File: src/rtl/msb_first_bit_packer_defines.svh
// ----------------------------------------------------------------------------
// msb_first_bit_packer_defines.svh
// Assertion macros used by the bit packer RTL.
// ----------------------------------------------------------------------------
`ifndef MSB_FIRST_BIT_PACKER_DEFINES_SVH
`define MSB_FIRST_BIT_PACKER_DEFINES_SVH

// Same-cycle implication, sampled on clk, quiet during rst.
`define MBP_ASSERT_IMPL(lbl, ante, cons) \
  lbl: assert property (@(posedge clk) disable iff (rst) (ante) |-> (cons)) \
    else $error("mbp assertion failed");

// Next-cycle implication, sampled on clk, quiet during rst.
`define MBP_ASSERT_NEXT(lbl, ante, cons) \
  lbl: assert property (@(posedge clk) disable iff (rst) (ante) |=> (cons)) \
    else $error("mbp assertion failed");

`endif

File: src/rtl/mbp_pkg.sv
// ----------------------------------------------------------------------------
// mbp_pkg
// Types and constants of the MSB-first bit packer.
// ----------------------------------------------------------------------------
package mbp_pkg;

  localparam int MAX_CODE_BITS = 32;
  localparam int VALUE_W       = 32;
  localparam int COUNT_W       = 6;
  localparam int ACC_W         = 40;
  localparam int LIMIT_W       = 25;

  localparam logic [LIMIT_W-1:0] LIMIT_RESET = 25'h100_0000;
  // Count cap: the lesser of the code limit and the width of value.
  localparam logic [COUNT_W-1:0] CODE_CAP    =
    COUNT_W'((MAX_CODE_BITS < VALUE_W) ? MAX_CODE_BITS : VALUE_W);

  localparam logic OP_WRITE = 1'b0;
  localparam logic OP_FLUSH = 1'b1;

  typedef enum logic [1:0] {
    S_IDLE,
    S_CHECK,
    S_EMIT,
    S_OUT
  } state_t;

  // Sequencer to shift unit.
  typedef struct packed {
    logic load;
    logic step;
  } unit_ctrl_t;

  // Shift unit back to sequencer.
  typedef struct packed {
    logic       has_byte;
    logic       last;
    logic [7:0] byte_val;
    logic [2:0] tail_count;
    logic [7:0] tail_bits;
  } unit_stat_t;

endpackage

File: src/rtl/mbp_shift_unit.sv
// ----------------------------------------------------------------------------
// mbp_shift_unit
// Accumulator with one shared barrel shifter that extracts bytes MSB first.
// ----------------------------------------------------------------------------
module mbp_shift_unit (
  input  logic                        clk,
  input  mbp_pkg::unit_ctrl_t         ctrl,
  input  logic [7:0]                  pend_bits,
  input  logic [mbp_pkg::COUNT_W-1:0] shift_n,
  input  logic [mbp_pkg::VALUE_W-1:0] code,
  input  logic [mbp_pkg::COUNT_W-1:0] total,
  output mbp_pkg::unit_stat_t         stat
);

  logic [mbp_pkg::ACC_W-1:0]   acc;
  logic [mbp_pkg::COUNT_W-1:0] remaining;
  logic [mbp_pkg::COUNT_W-1:0] rem_after;
  logic [mbp_pkg::COUNT_W-1:0] shamt;
  logic [mbp_pkg::ACC_W-1:0]   shifted;
  logic                        has_byte;

  assign has_byte  = (remaining >= mbp_pkg::COUNT_W'(8));
  assign shamt     = remaining - mbp_pkg::COUNT_W'(8);
  assign shifted   = acc >> shamt;
  assign rem_after = has_byte ? shamt : remaining;

  always_comb begin
    stat.has_byte   = has_byte;
    stat.last       = (remaining < mbp_pkg::COUNT_W'(16));
    stat.byte_val   = shifted[7:0];
    stat.tail_count = rem_after[2:0];
    stat.tail_bits  = acc[7:0] & ~(8'hFF << rem_after[2:0]);
  end

  always_ff @(posedge clk) begin
    if (ctrl.load) begin
      acc       <= ({32'd0, pend_bits} << shift_n) | {8'd0, code};
      remaining <= total;
    end else if (ctrl.step && has_byte) begin
      remaining <= shamt;
    end
  end

endmodule

File: src/rtl/msb_first_bit_packer.sv
// ----------------------------------------------------------------------------
// Sequence: a taken request enters CHECK, which judges it against the limit;
//   each byte is then formed in EMIT and offered in OUT, and an overflow
//   result goes from CHECK straight to OUT. An item emits 1..4 bytes, none for
//   a write with no byte or a flush with nothing pending; output stalls hold OUT.
//   The shared shifter yields one byte per EMIT/OUT pair; a new request waits for IDLE.
// Reset: rst (sync, high) clears pending bits and byte count, byte_limit 16777216.
// ----------------------------------------------------------------------------
// msb_first_bit_packer
// Packs 1..32 bit codes MSB first into bytes, with flush and byte limit.
// ----------------------------------------------------------------------------
`include "msb_first_bit_packer_defines.svh"

module msb_first_bit_packer (
  input  logic                        clk,
  input  logic                        rst,
  // configuration: byte limit
  input  logic                        cfg_valid,
  output logic                        cfg_ready,
  input  logic [mbp_pkg::LIMIT_W-1:0] cfg_data,
  // input requests
  input  logic                        in_valid,
  output logic                        in_ready,
  input  logic                        operation,
  input  logic [mbp_pkg::COUNT_W-1:0] bit_count,
  input  logic [mbp_pkg::VALUE_W-1:0] value,
  // result requests
  output logic                        out_valid,
  input  logic                        out_ready,
  output logic [7:0]                  out_byte,
  output logic                        last_of_run,
  output logic                        overflow,
  output logic [mbp_pkg::LIMIT_W-1:0] bytes_written
);

  mbp_pkg::state_t state, state_next;

  // Architectural state.
  logic [mbp_pkg::LIMIT_W-1:0] byte_limit;
  logic [7:0]                  pending_bits;
  logic [2:0]                  pending_count;
  logic [mbp_pkg::LIMIT_W-1:0] byte_total;

  // Captured request.
  logic [mbp_pkg::COUNT_W-1:0] code_n;
  logic [mbp_pkg::VALUE_W-1:0] code_v;
  logic                        skip;

  // Capture path: saturate the count, mask stray value bits, size a flush.
  logic [mbp_pkg::COUNT_W-1:0] n_sat;
  logic [mbp_pkg::COUNT_W-1:0] n_in;
  logic [mbp_pkg::VALUE_W-1:0] v_in;

  // Limit check.
  logic [mbp_pkg::COUNT_W-1:0] total;
  logic [mbp_pkg::LIMIT_W:0]   total_after;
  logic                        too_many;

  mbp_pkg::unit_ctrl_t ctrl;
  mbp_pkg::unit_stat_t stat;

  logic in_take;
  logic out_take;

  assign in_take  = in_valid && in_ready;
  assign out_take = out_valid && out_ready;

  assign cfg_ready = 1'b1;

  always_comb begin
    n_sat = (bit_count > mbp_pkg::CODE_CAP) ? mbp_pkg::CODE_CAP : bit_count;
    if (operation == mbp_pkg::OP_FLUSH) begin
      n_in = mbp_pkg::COUNT_W'(4'd8 - {1'b0, pending_count});
      v_in = '0;
    end else begin
      n_in = n_sat;
      if (n_sat >= mbp_pkg::COUNT_W'(mbp_pkg::VALUE_W)) begin
        v_in = value;
      end else begin
        v_in = value & ~({mbp_pkg::VALUE_W{1'b1}} << n_sat);
      end
    end
  end

  // The whole item is judged at once: bytes it would complete vs the limit.
  assign total       = mbp_pkg::COUNT_W'(pending_count) + code_n;
  assign total_after = {1'b0, byte_total} + (mbp_pkg::LIMIT_W+1)'(total[5:3]);
  assign too_many    = total_after > {1'b0, byte_limit};

  // Next state.
  always_comb begin
    state_next = state;
    case (state)
      mbp_pkg::S_IDLE: begin
        if (in_take) state_next = mbp_pkg::S_CHECK;
      end
      mbp_pkg::S_CHECK: begin
        if (skip)          state_next = mbp_pkg::S_IDLE;
        else if (too_many) state_next = mbp_pkg::S_OUT;
        else               state_next = mbp_pkg::S_EMIT;
      end
      mbp_pkg::S_EMIT: begin
        if (stat.has_byte) state_next = mbp_pkg::S_OUT;
        else               state_next = mbp_pkg::S_IDLE;
      end
      mbp_pkg::S_OUT: begin
        if (out_take) state_next = last_of_run ? mbp_pkg::S_IDLE : mbp_pkg::S_EMIT;
      end
      default: state_next = mbp_pkg::S_IDLE;
    endcase
  end

  // Outputs of the sequencer.
  always_comb begin
    in_ready  = (state == mbp_pkg::S_IDLE);
    out_valid = (state == mbp_pkg::S_OUT);
    ctrl.load = (state == mbp_pkg::S_CHECK) && !skip && !too_many;
    ctrl.step = (state == mbp_pkg::S_EMIT);
  end

  always_ff @(posedge clk) begin
    if (rst) begin
      state         <= mbp_pkg::S_IDLE;
      byte_limit    <= mbp_pkg::LIMIT_RESET;
      pending_bits  <= '0;
      pending_count <= '0;
      byte_total    <= '0;
    end else begin
      state <= state_next;
      if (cfg_valid && cfg_ready) byte_limit <= cfg_data;
      // Advance the count per byte; drop the used bits once the tail is known.
      if (state == mbp_pkg::S_EMIT) begin
        if (stat.has_byte) byte_total <= byte_total + mbp_pkg::LIMIT_W'(1);
        if (stat.last) begin
          pending_count <= stat.tail_count;
          pending_bits  <= stat.tail_bits;
        end
      end
    end
  end

  // Request capture and result payload; valid bits come from the state.
  always_ff @(posedge clk) begin
    if (in_take) begin
      code_n <= n_in;
      code_v <= v_in;
      skip   <= (operation == mbp_pkg::OP_FLUSH) && (pending_count == 3'd0);
    end
    if (state == mbp_pkg::S_CHECK && too_many) begin
      out_byte      <= 8'd0;
      last_of_run   <= 1'b1;
      overflow      <= 1'b1;
      bytes_written <= byte_total;
    end else if (state == mbp_pkg::S_EMIT) begin
      out_byte      <= stat.byte_val;
      last_of_run   <= stat.last;
      overflow      <= 1'b0;
      bytes_written <= byte_total + mbp_pkg::LIMIT_W'(1);
    end
  end

  mbp_shift_unit u_shift (
    .clk       (clk),
    .ctrl      (ctrl),
    .pend_bits (pending_bits),
    .shift_n   (code_n),
    .code      (code_v),
    .total     (total),
    .stat      (stat)
  );

  // Never take a request while a result waits.
  `MBP_ASSERT_IMPL(a_no_overlap, in_ready, !out_valid)
  // An overflow result is a lone zero byte ending its run.
  `MBP_ASSERT_IMPL(a_ovf_shape, out_valid && overflow, last_of_run && (out_byte == 8'd0))
  // Handing over the last result frees the input side.
  `MBP_ASSERT_NEXT(a_last_frees, out_valid && out_ready && last_of_run, in_ready)

endmodule
File: config.mk
export PLATFORM = sky130hd
export DESIGN_NAME = msb_first_bit_packer
export DESIGN_NICKNAME = d
export VERILOG_FILES = /design/src/rtl/mbp_pkg.sv /design/src/rtl/mbp_shift_unit.sv /design/src/rtl/msb_first_bit_packer.sv
export VERILOG_INCLUDE_DIRS = /design/src /design/src/rtl
export SDC_FILE = /design/constraint.sdc
export NUM_CORES = 1
export LEC_CHECK = 0
export BUFFER_PORTS_ARGS = -buffer_cell sky130_fd_sc_hd__buf_4
export CAP_MARGIN = 20
export CORE_AREA = 2 2 150 152
export CTS_BUF_LIST = sky130_fd_sc_hd__clkbuf_8
export DETAILED_ROUTE_END_ITERATION = 8
export DIE_AREA = 0 0 152 154
export PLACE_DENSITY = 0.7
export SLEW_MARGIN = 25
export SYNTH_ARGS = -nofsm -noshare
export SYNTH_HDL_FRONTEND = slang
export SYNTH_SLANG_ARGS = --single-unit
File: constraint.sdc
create_clock -name clk -period 6.6 [get_ports clk]
set_input_delay 0 -clock clk [delete_from_list [all_inputs] [get_ports clk]]
set_output_delay 0 -clock clk [all_outputs]
set_load 0.01 [all_outputs]
; Word-level counts from Yosys, hierarchy flattened
; Index checks and enable logic that the tools add are counted.
[word_totals]
reg_bits = 183
latch_bits = 0
ramBits = 0
mem_bits_ro = 0
inputBits = 69
elab_cells = 69
n_memories = 0
[op_classes]
n_addsub = 5
mul = 0
div_mod_pow = 0
n_lt_le_gt_ge = 5
eq_ne = 5
shift = 4
muxes = 15
n_bitwise = 5
n_reduce_logical = 16
[ops]
columns = operator, n
row1 = 25-bit two-way mux, 2
row2 = 40-bit by 32-bit OR with 40-bit output, 1
row3 = 8-bit by 6-bit left shift with 40-bit output, 1
row4 = 40-bit by 6-bit right shift with 8-bit output, 1
row5 = 32-bit bitwise AND, 1
row6 = 32-bit two-way mux, 1
row7 = 32-bit NOT, 1
row8 = "32-bit by 6-bit left shift with 32-bit output, first input constant", 1
row9 = 25-bit by 3-bit adder with 26-bit output, 1
row10 = 26-bit by 25-bit greater-than comparator with 1-bit output, 1
row11 = "25-bit by 1-bit adder with 25-bit output, second input constant", 1
row12 = 6-bit two-way mux, 4
row13 = 2-bit two-way mux, 5
row14 = 8-bit bitwise AND, 1
row15 = 8-bit NOT, 1
row16 = 2-bit one-hot mux with 4 select lines, 1
row17 = "8-bit by 3-bit left shift with 8-bit output, first input constant", 1
row18 = 1-bit logical AND, 7
row19 = 3-bit by 6-bit adder with 6-bit output, 1
row20 = "6-bit by 4-bit >= comparator with 1-bit output, second input constant", 1
row21 = "6-bit >= comparator, second input constant", 1
row22 = "6-bit greater-than comparator, second input constant", 1
row23 = "6-bit by 5-bit less-than comparator with 1-bit output, second input constant", 1
row24 = 2-bit AND reduction, 3
row25 = other kinds (11), 15

; Longest topological paths before layout
; Gate-level depths: netlist (run 1).
[depth]
word_depth = 6
ltp_mapped = 25
mapped_depth_nobuf = 23

; Modules after synthesis
; A second synthesis (run 1) with hierarchy kept.
[unflattened]
cells_unflattened = 1150
hier_area_um2 = 11298.3
[by_module_without_submodules]
columns = module, n_inst, cells_per_inst, area_per_inst_um2, seq_area_each_um2
row1 = msb_first_bit_packer, 1, 738, 7084.3, 3383.2
row2 = mbp_shift_unit, 1, 412, 4214.0, 1381.3

; Least setup slack after synthesis (run 1)
; No wires, ideal clock.
[synth_timing]
kind = register to register
from = register code_n[1] in the netlist's numbering
to = register u_shift.acc[0] in the netlist's numbering, enable pin
setup_ns = 0.395
arrival_time_ns = 5.056
required_time_ns = 6.205
path_slack_ns = 1.149
path_stages_with_launch = 24
synth_period_minus_slack_ns = 5.451
cell_sequence = edfxtp_1 -> clkbuf_1 -> inv_1 -> fa_1 -> nor2b_1 -> o21ai_0 -> xor2_1 -> inv_1 -> ha_1 -> a21o_1 -> a21oi_1 -> or3_1 -> buf_2 -> or2_4 -> nor2_1 -> xnor2_1 -> ha_1 -> a21oi_1 -> o211ai_1 -> a211oi_1 -> nand2_1 -> o22ai_1 -> nand3_1 -> inv_1
[synth_lines]
columns = element, line
row1 = start: declaration, msb_first_bit_packer.sv:45  ; logic [mbp_pkg::COUNT_W-1:0] code_n;
row2 = start signal: assignment, msb_first_bit_packer.sv:145  ; code_n <= n_in;
row3 = end signal: assignment, mbp_shift_unit.sv:37  ; acc <= ({32'd0, pend_bits} << shift_n) | {8'd0, code};
row4 = end: declaration, mbp_shift_unit.sv:15  ; logic [mbp_pkg::ACC_W-1:0] acc;

; Worst setup path after layout (run 1)
[layout_timing]
from = register code_n[1] in the netlist's numbering
to = register bytes_written[1] in the netlist's numbering (data pin)
[layout_between]
elab_chain_len = 5
[layout_rtl]
columns = element, line
row1 = 3-bit by 6-bit adder with 6-bit output, msb_first_bit_packer.sv:86  ; assign total = mbp_pkg::COUNT_W'(pending_count) + code_n;
row2 = 25-bit by 3-bit adder with 26-bit output, msb_first_bit_packer.sv:87  ; assign total_after = {1'b0, byte_total} + (mbp_pkg::LIMIT_W+1)'(total[5:3]);
row3 = 26-bit by 25-bit greater-than comparator with 1-bit output, msb_first_bit_packer.sv:88  ; assign too_many = total_after > {1'b0, byte_limit};
row4 = 1-bit logical AND, msb_first_bit_packer.sv:149  ; if (state == mbp_pkg::S_CHECK && too_many) begin
row5 = 25-bit two-way mux, msb_first_bit_packer.sv:149
row6 = end signal: assignment, msb_first_bit_packer.sv:153  ; bytes_written <= byte_total;
row7 = end signal: assignment, msb_first_bit_packer.sv:158  ; bytes_written <= byte_total + mbp_pkg::LIMIT_W'(1);
row8 = end: declaration, msb_first_bit_packer.sv:33  ; output logic [mbp_pkg::LIMIT_W-1:0] bytes_written
; Every way passes these cells.
; A chain may end at the register's enable or synchronous reset.

==> impl_metrics.tcl, run 1 <==
set metrics [dict create \
    status "completed" \
    overflow 0 \
    p_leak_nw 5.21 \
    required_ps 6830 \
    cts_sinks 182 \
    peakVddDrop_mv 0.140 \
    final_layout_size_suffix_gt1_share_pct 14.9 \
    clock_skew_ps 22.5 \
    syn_area_um2 10700 \
    yosysTopAreaCell "edfxtp_1" \
    power_density_nw_per_um2 204 \
    ys.flop_type "edfxtp_1" \
    cp_max_fo 25 \
    synth_fa_ha_area_share_pct 4.60 \
    via_per_inst 5.62 \
    cts_made_buffers 17 \
    place_congestion 0.924 \
    drc 0 \
    worstHoldPathType "in2reg" \
    clkTransAtPathRegs_ps 110 \
    min_path_cells 2 \
    period_minus_slack_ps 5930 \
    io-pin-count 107 \
    drt_iter0_drc 967 \
    cts_root_buf "clkbuf_8" \
    syn-num-nets 1235 \
    cts_tree "done" \
    netlist-cell-type-count 63 \
    dp_slack_ps 771 \
    htree_levels 4 \
    arrival_ps 6160 \
    first_pass_iters 5 \
    finalCritPeriodShare_pct 89.9 \
    finalNonFillerCells 1557 \
    hpwl_mm 19.4 \
    coreArea_um2 21700 \
    grt_pass1_vias 8080 \
    synth-edff-count 110 \
    clk_latency_ps 470 \
    synth-simple-area-share_pct 18.5 \
    synth_top_area_share_pct 31.0 \
    end_kind "flop" \
    port-buffer-count 105 \
    synth_mux_area_share_pct 9.57 \
    synth_xor_xnor_area_share_pct 5.25 \
    syn_inst 1128 \
    synth_most_common_cell "nor2_1" \
    ys_ff_latch 182 \
    num_vias 8756 \
    grt_pass1_wl_mm 44.2 \
    finalHoldViolCount 0 \
    ys_warn_count 0 \
    drv_cap 0 \
    total_power_mw 2.61 \
    syn_to_final_growth_pct 19.6 \
    dp_cells 1442 \
    utilization_pct 58.8 \
    grt_max_degree 63 \
    setup_viol 0 \
    num_rows 54 \
    grtUsageTotal_pct 23.5 \
    wl_mm 27.4 \
    drv_slew 0 \
    syn_area_per_cell_um2 9.46 \
    die_area_um2 23400 \
    synthArstFlopShare_pct 0 \
    synth_compound_area_share_pct 12.5 \
    crit_type "reg2reg" \
    cts_buffer_depth 2 \
    dieWidth_um 152 \
    wire_per_inst_um 17.6 \
    synth_top_family_by_area "simple AND/OR/NAND/NOR gates" \
    worst_slew_pin_slew_ps 979 \
    setup_tns_ps 0 \
    r2r_cells 21 \
    slew_headroom_pct 34.7 \
    drtAntennaViolNets 0 \
    die_y_um 154 \
    antenna_found_initial 0 \
    layout.nets 1370 \
    setup_ws_ps 666 \
    synth_commonest_cells "nor2_1, edfxtp_1, nand2_1" \
    rsz0062_at_grt "false" \
    yosys-top-cells-area "edfxtp_1, dfxtp_1, nor2_1" \
    cp-start-kind "flop" \
    start_util_pct 49.2 \
    fmax_mhz 169 \
    yosysSeqAreaShare_pct 44.5 \
]
-- critical path: stages, from the launching register on --
cell and delay (ps):
edfxtp_1 710, inv_1 220, fa_1 460, nor2b_1 160, o21ai_0 110, xor2_1 270
inv_1 100, ha_1 280, a21o_1 100, a21oi_1 90, or3_1 460, or2_4 320
nor2_1 130, xnor2_1 90, ha_1 320, nand4_1 120, nor3_1 270, nand2_1 120
a31oi_1 180, o22ai_1 170, a21oi_4 650, mux2_1 380
-- metrics by stage --
stage / area (um2) / hold slack (ps)
finish: 12800 / 24.5
global route: 12800 / 18.8
CTS: 12800 / 9.78
detailed placement: 11500 / 225
global placement: 11500 / 215
floorplan: 10700 / 130
-- placed cells by master, fill, tap and decap left out, drive strengths merged, types with 16 or more instances in the layout --
cell type and n:
dlygate4sd3 82, buf 113, nor3 45, a21o 16, ha 36, dfxtp 72
mux2i 48, inv 56, nand2 104, nand3 25, a21oi 72, xnor2 21
or3 20, nor2 136, clkbuf 17, o21ai 48, xor2 43, mux4 17
edfxtp 110
-- final timing paths --
path / from / to / slack (ps)
worst min-delay path: rst / byte_limit[7] / 20
worst max-delay path: code_n[1] / bytes_written[1] / 670
worst max register to register: code_n[1] / bytes_written[1] / 670
worst min register to register: out_byte[3] / out_byte[3] / 460
-- report_power, final --
part / internal, mW / total, mW / switching [mW] / leakage [nW]
registers: 1.30 / 1.36 / 0.0586 / 1.63
logic: 0.225 / 0.474 / 0.249 / 3.36
clock network: 0.321 / 0.774 / 0.453 / 0.211
total: 1.85 / 2.61 / 0.761 / 5.21
-- final cells by class --
| type | count | area [um2] |
|---|---|---|
| Clock inverter | 15 | 186 |
| Clock buffer | 17 | 234 |
| Antenna cell | 1 | 2.50 |
| Fill cell | 1843 | 8920 |
| Tap cell | 280 | 350 |
| Timing Repair Buffer | 195 | 1670 |
| Sequential cell | 182 | 4740 |
| Inverter | 52 | 195 |
| Multi-Input combinational cell | 815 | 5380 |
-- flip-flops by register name, indices dropped and copies added, names as in the netlist, 2 cells and up --
register and flops:
byte_limit 25, state 2, pending_bits 7, byte_total 25, u_shift.remaining 6, out_byte 8
code_n 6, code_v 32, u_shift.acc 40, pending_count 3, bytes_written 25
-- cell families (layout without fill, tap and decap cells) --
group           count (synthesis)  count (layout)
buf+inv                       131             279
xor+xnor                       64              64
mux                            79              79
flops                         182             182
simple gates                  418             418
other cells                     1               2
fa+ha+maj                      38              38
compound gates                215             215
-- repair_timing --
| action | in CTS | in global routing |
|---|---|---|
| hold endpoints to repair | 65 | 0 |
| hold buffers | 82 | 0 |
| setup buffers | 0 | 0 |
| gates resized for setup | 0 | 0 |
-- layer usage --
metal	up-vias	GRT usage, %	share of wire, %	routed length [um]
met2	352	34.9	43	11800
met3	40	4.28	6.7	1820
li1	4265	-	-	-
met1	4099	35.4	49	13300
met5	-	0	0	0
met4	0	6.05	1.6	451
No activity file was read; power rests on OpenSTA's default activity.
==> run 2, diff against run 1 <==
--- a/config.mk
+++ b/config.mk
@@ -8,11 +8,11 @@
 export LEC_CHECK = 0
 export BUFFER_PORTS_ARGS = -buffer_cell sky130_fd_sc_hd__buf_4
 export CAP_MARGIN = 20
-export CORE_AREA = 2 2 150 152
+export CORE_AREA = 2 2 192 194
 export CTS_BUF_LIST = sky130_fd_sc_hd__clkbuf_8
 export DETAILED_ROUTE_END_ITERATION = 8
-export DIE_AREA = 0 0 152 154
-export PLACE_DENSITY = 0.7
+export DIE_AREA = 0 0 194 196
+export PLACE_DENSITY = 0.48
 export SLEW_MARGIN = 25
 export SYNTH_ARGS = -nofsm -noshare
 export SYNTH_HDL_FRONTEND = slang
==> run 2 against run 1 <==
- power rose by 2.3%
- combinational power rose by 4%
- critical endpoint unchanged
- sequential share of layout area fell by 0.85 points
- worst hold slack improved by 13 ps
==> impl_metrics.tcl, run 2 (synthesized netlist as in run 1, its figures left out) <==
set metrics [dict create \
    status "completed" \
    r2r_setup_slack_ps 500 \
    drv_cap 0 \
    drv_slew 0 \
    die_y_um 196 \
    required_ps 6850 \
    post-route-cell-area_um2 13100 \
    setup_ws_ps 496 \
    period_minus_slack_ps 6100 \
    wire_per_inst_um 17.2 \
    io-pin-count 107 \
    post_dp_cell_area_um2 11800 \
    syn_to_final_growth_pct 22.4 \
    cts_sinks 182 \
    setup_viol 0 \
    largest_reg_flops 40 \
    drc 0 \
    num_rows 70 \
    dieWidth_um 194 \
    clock_skew_ps 28.2 \
    cp-start-kind "flop" \
    overflow 0 \
    port-buffer-count 105 \
    regArea_um2 4740 \
    cts_made_buffers 17 \
    min_path_cells 2 \
    place_congestion 0.828 \
    hp-start "rst" \
    grt_max_degree 63 \
    clkTransAtPathRegs_ps 120 \
    setup_tns_ps 0 \
    hpwl_mm 22.4 \
    via_per_inst 4.92 \
    grt_pass1_wl_mm 47.2 \
    rr_endpoint "bytes_written[1]" \
    num_antenna_cells 0 \
    finalHoldViolCount 0 \
    drtAntennaViolNets 0 \
    critPathCapture "bytes_written[1]" \
    clk_latency_ps 500 \
    grt_pass1_vias 8277 \
    rsz0062_at_grt "false" \
    largest-register "u_shift.acc" \
    multi_input_area_um2 5380 \
    num_vias 8622 \
    cts_root_buf "clkbuf_8" \
    r2r_cells 22 \
    reg_top3 "u_shift.acc: 40 flops, code_v: 32 flops" \
    slew_headroom_pct 32.5 \
    worst_slew_pin_slew_ps 1010 \
    p_leak_nw 5.25 \
    grtUsageTotal_pct 15.8 \
    dp_slack_ps 450 \
    final_layout_size_suffix_gt1_share_pct 14.7 \
    nFillCells 3699 \
    start_util_pct 29.6 \
    cp_max_fo 33 \
    htree_levels 4 \
    arrival_ps 6350 \
    power_density_nw_per_um2 204 \
    worstReg2RegStart "code_n[0]" \
    fmax_mhz 164 \
    peakVddDrop_mv 0.116 \
    layout.nets 1377 \
    cts_buffer_depth 2 \
    worstHoldPathType "in2reg" \
    end_kind "flop" \
    wl_mm 30.2 \
    dp_cells 1630 \
    crit_start "code_n[0]" \
    crit_type "reg2reg" \
    drt_iter0_drc 609 \
    cts_tree "done" \
    antenna_found_initial 0 \
    die_area_um2 38000 \
    coreArea_um2 36100 \
    finalNonFillerCells 1751 \
    first_pass_iters 5 \
    finalCritPeriodShare_pct 92.5 \
    layout_commonest_cell "nor2_1" \
    layout_common_cells "nor2_1, buf_4, edfxtp_1" \
]
run 2: final cells by class:
type	count	area share, %
Clock buffer	18	1.90
Clock inverter	14	1.27
Inverter	52	1.49
Multi-Input combinational cell	815	41.2
Sequential cell	182	36.3
Tap cell	468	4.48
Timing Repair Buffer	202	13.3
run 2: what timing repair did:
action	CTS	global route
buffers inserted	0	0
gates resized for setup	0	0
endpoints found under the hold margin	65	0
hold buffers	89	0
run 2: report_power, final:
part | switching (mW) | internal, mW
clock network | 0.458 | 0.360
registers | 0.0581 | 1.30
logic | 0.263 | 0.229
total | 0.779 | 1.89
run 2: worst min-delay path by stage:
stage                endpoint  slack [ps]
6_report        byte_total[5]          40
5_1_grt        byte_limit[19]          20
4_1_cts        byte_limit[23]           2
3_5_place_dp   byte_limit[24]         230
3_3_place_gp   byte_limit[24]         220
2_1_floorplan  byte_limit[24]         130
run 2: worst max-delay path: stages (launching register included):
cell      delay, ps
edfxtp_1        600
ha_1            250
inv_1            50
fa_1            380
nor2b_1         150
o21ai_0         110
xor2_1          330
inv_1           100
ha_1            280
a21o_1          110
a21oi_1         100
or3_1           450
or2_4           320
nor2_1          130
xnor2_1          90
ha_1            310
nand4_1         130
nor3_1          270
nand2_1         110
a31oi_1         150
o22ai_1         190
a21oi_4         840
mux2_1          380
run 2: stage by stage:
| step | power (mW) | utilization (%) | hold WS, ps |
|---|---|---|---|
| 2_1_floorplan | 1.64 | - | 130 |
| 3_3_place_gp | 1.84 | 32.6 | 223 |
| 3_5_place_dp | 1.84 | 32.6 | 226 |
| 4_1_cts | 2.70 | 36.2 | 2.40 |
| 5_1_grt | 2.80 | 36.2 | 19.5 |
| 6_report | 2.67 | 36.2 | 37.4 |
run 2: per-layer routing:
layer	wire length (um)	GRT usage, %
met3	1350	2.46
met4	377	3.96
met5	0	0
met1	15100	22.9
met2	13400	24.6
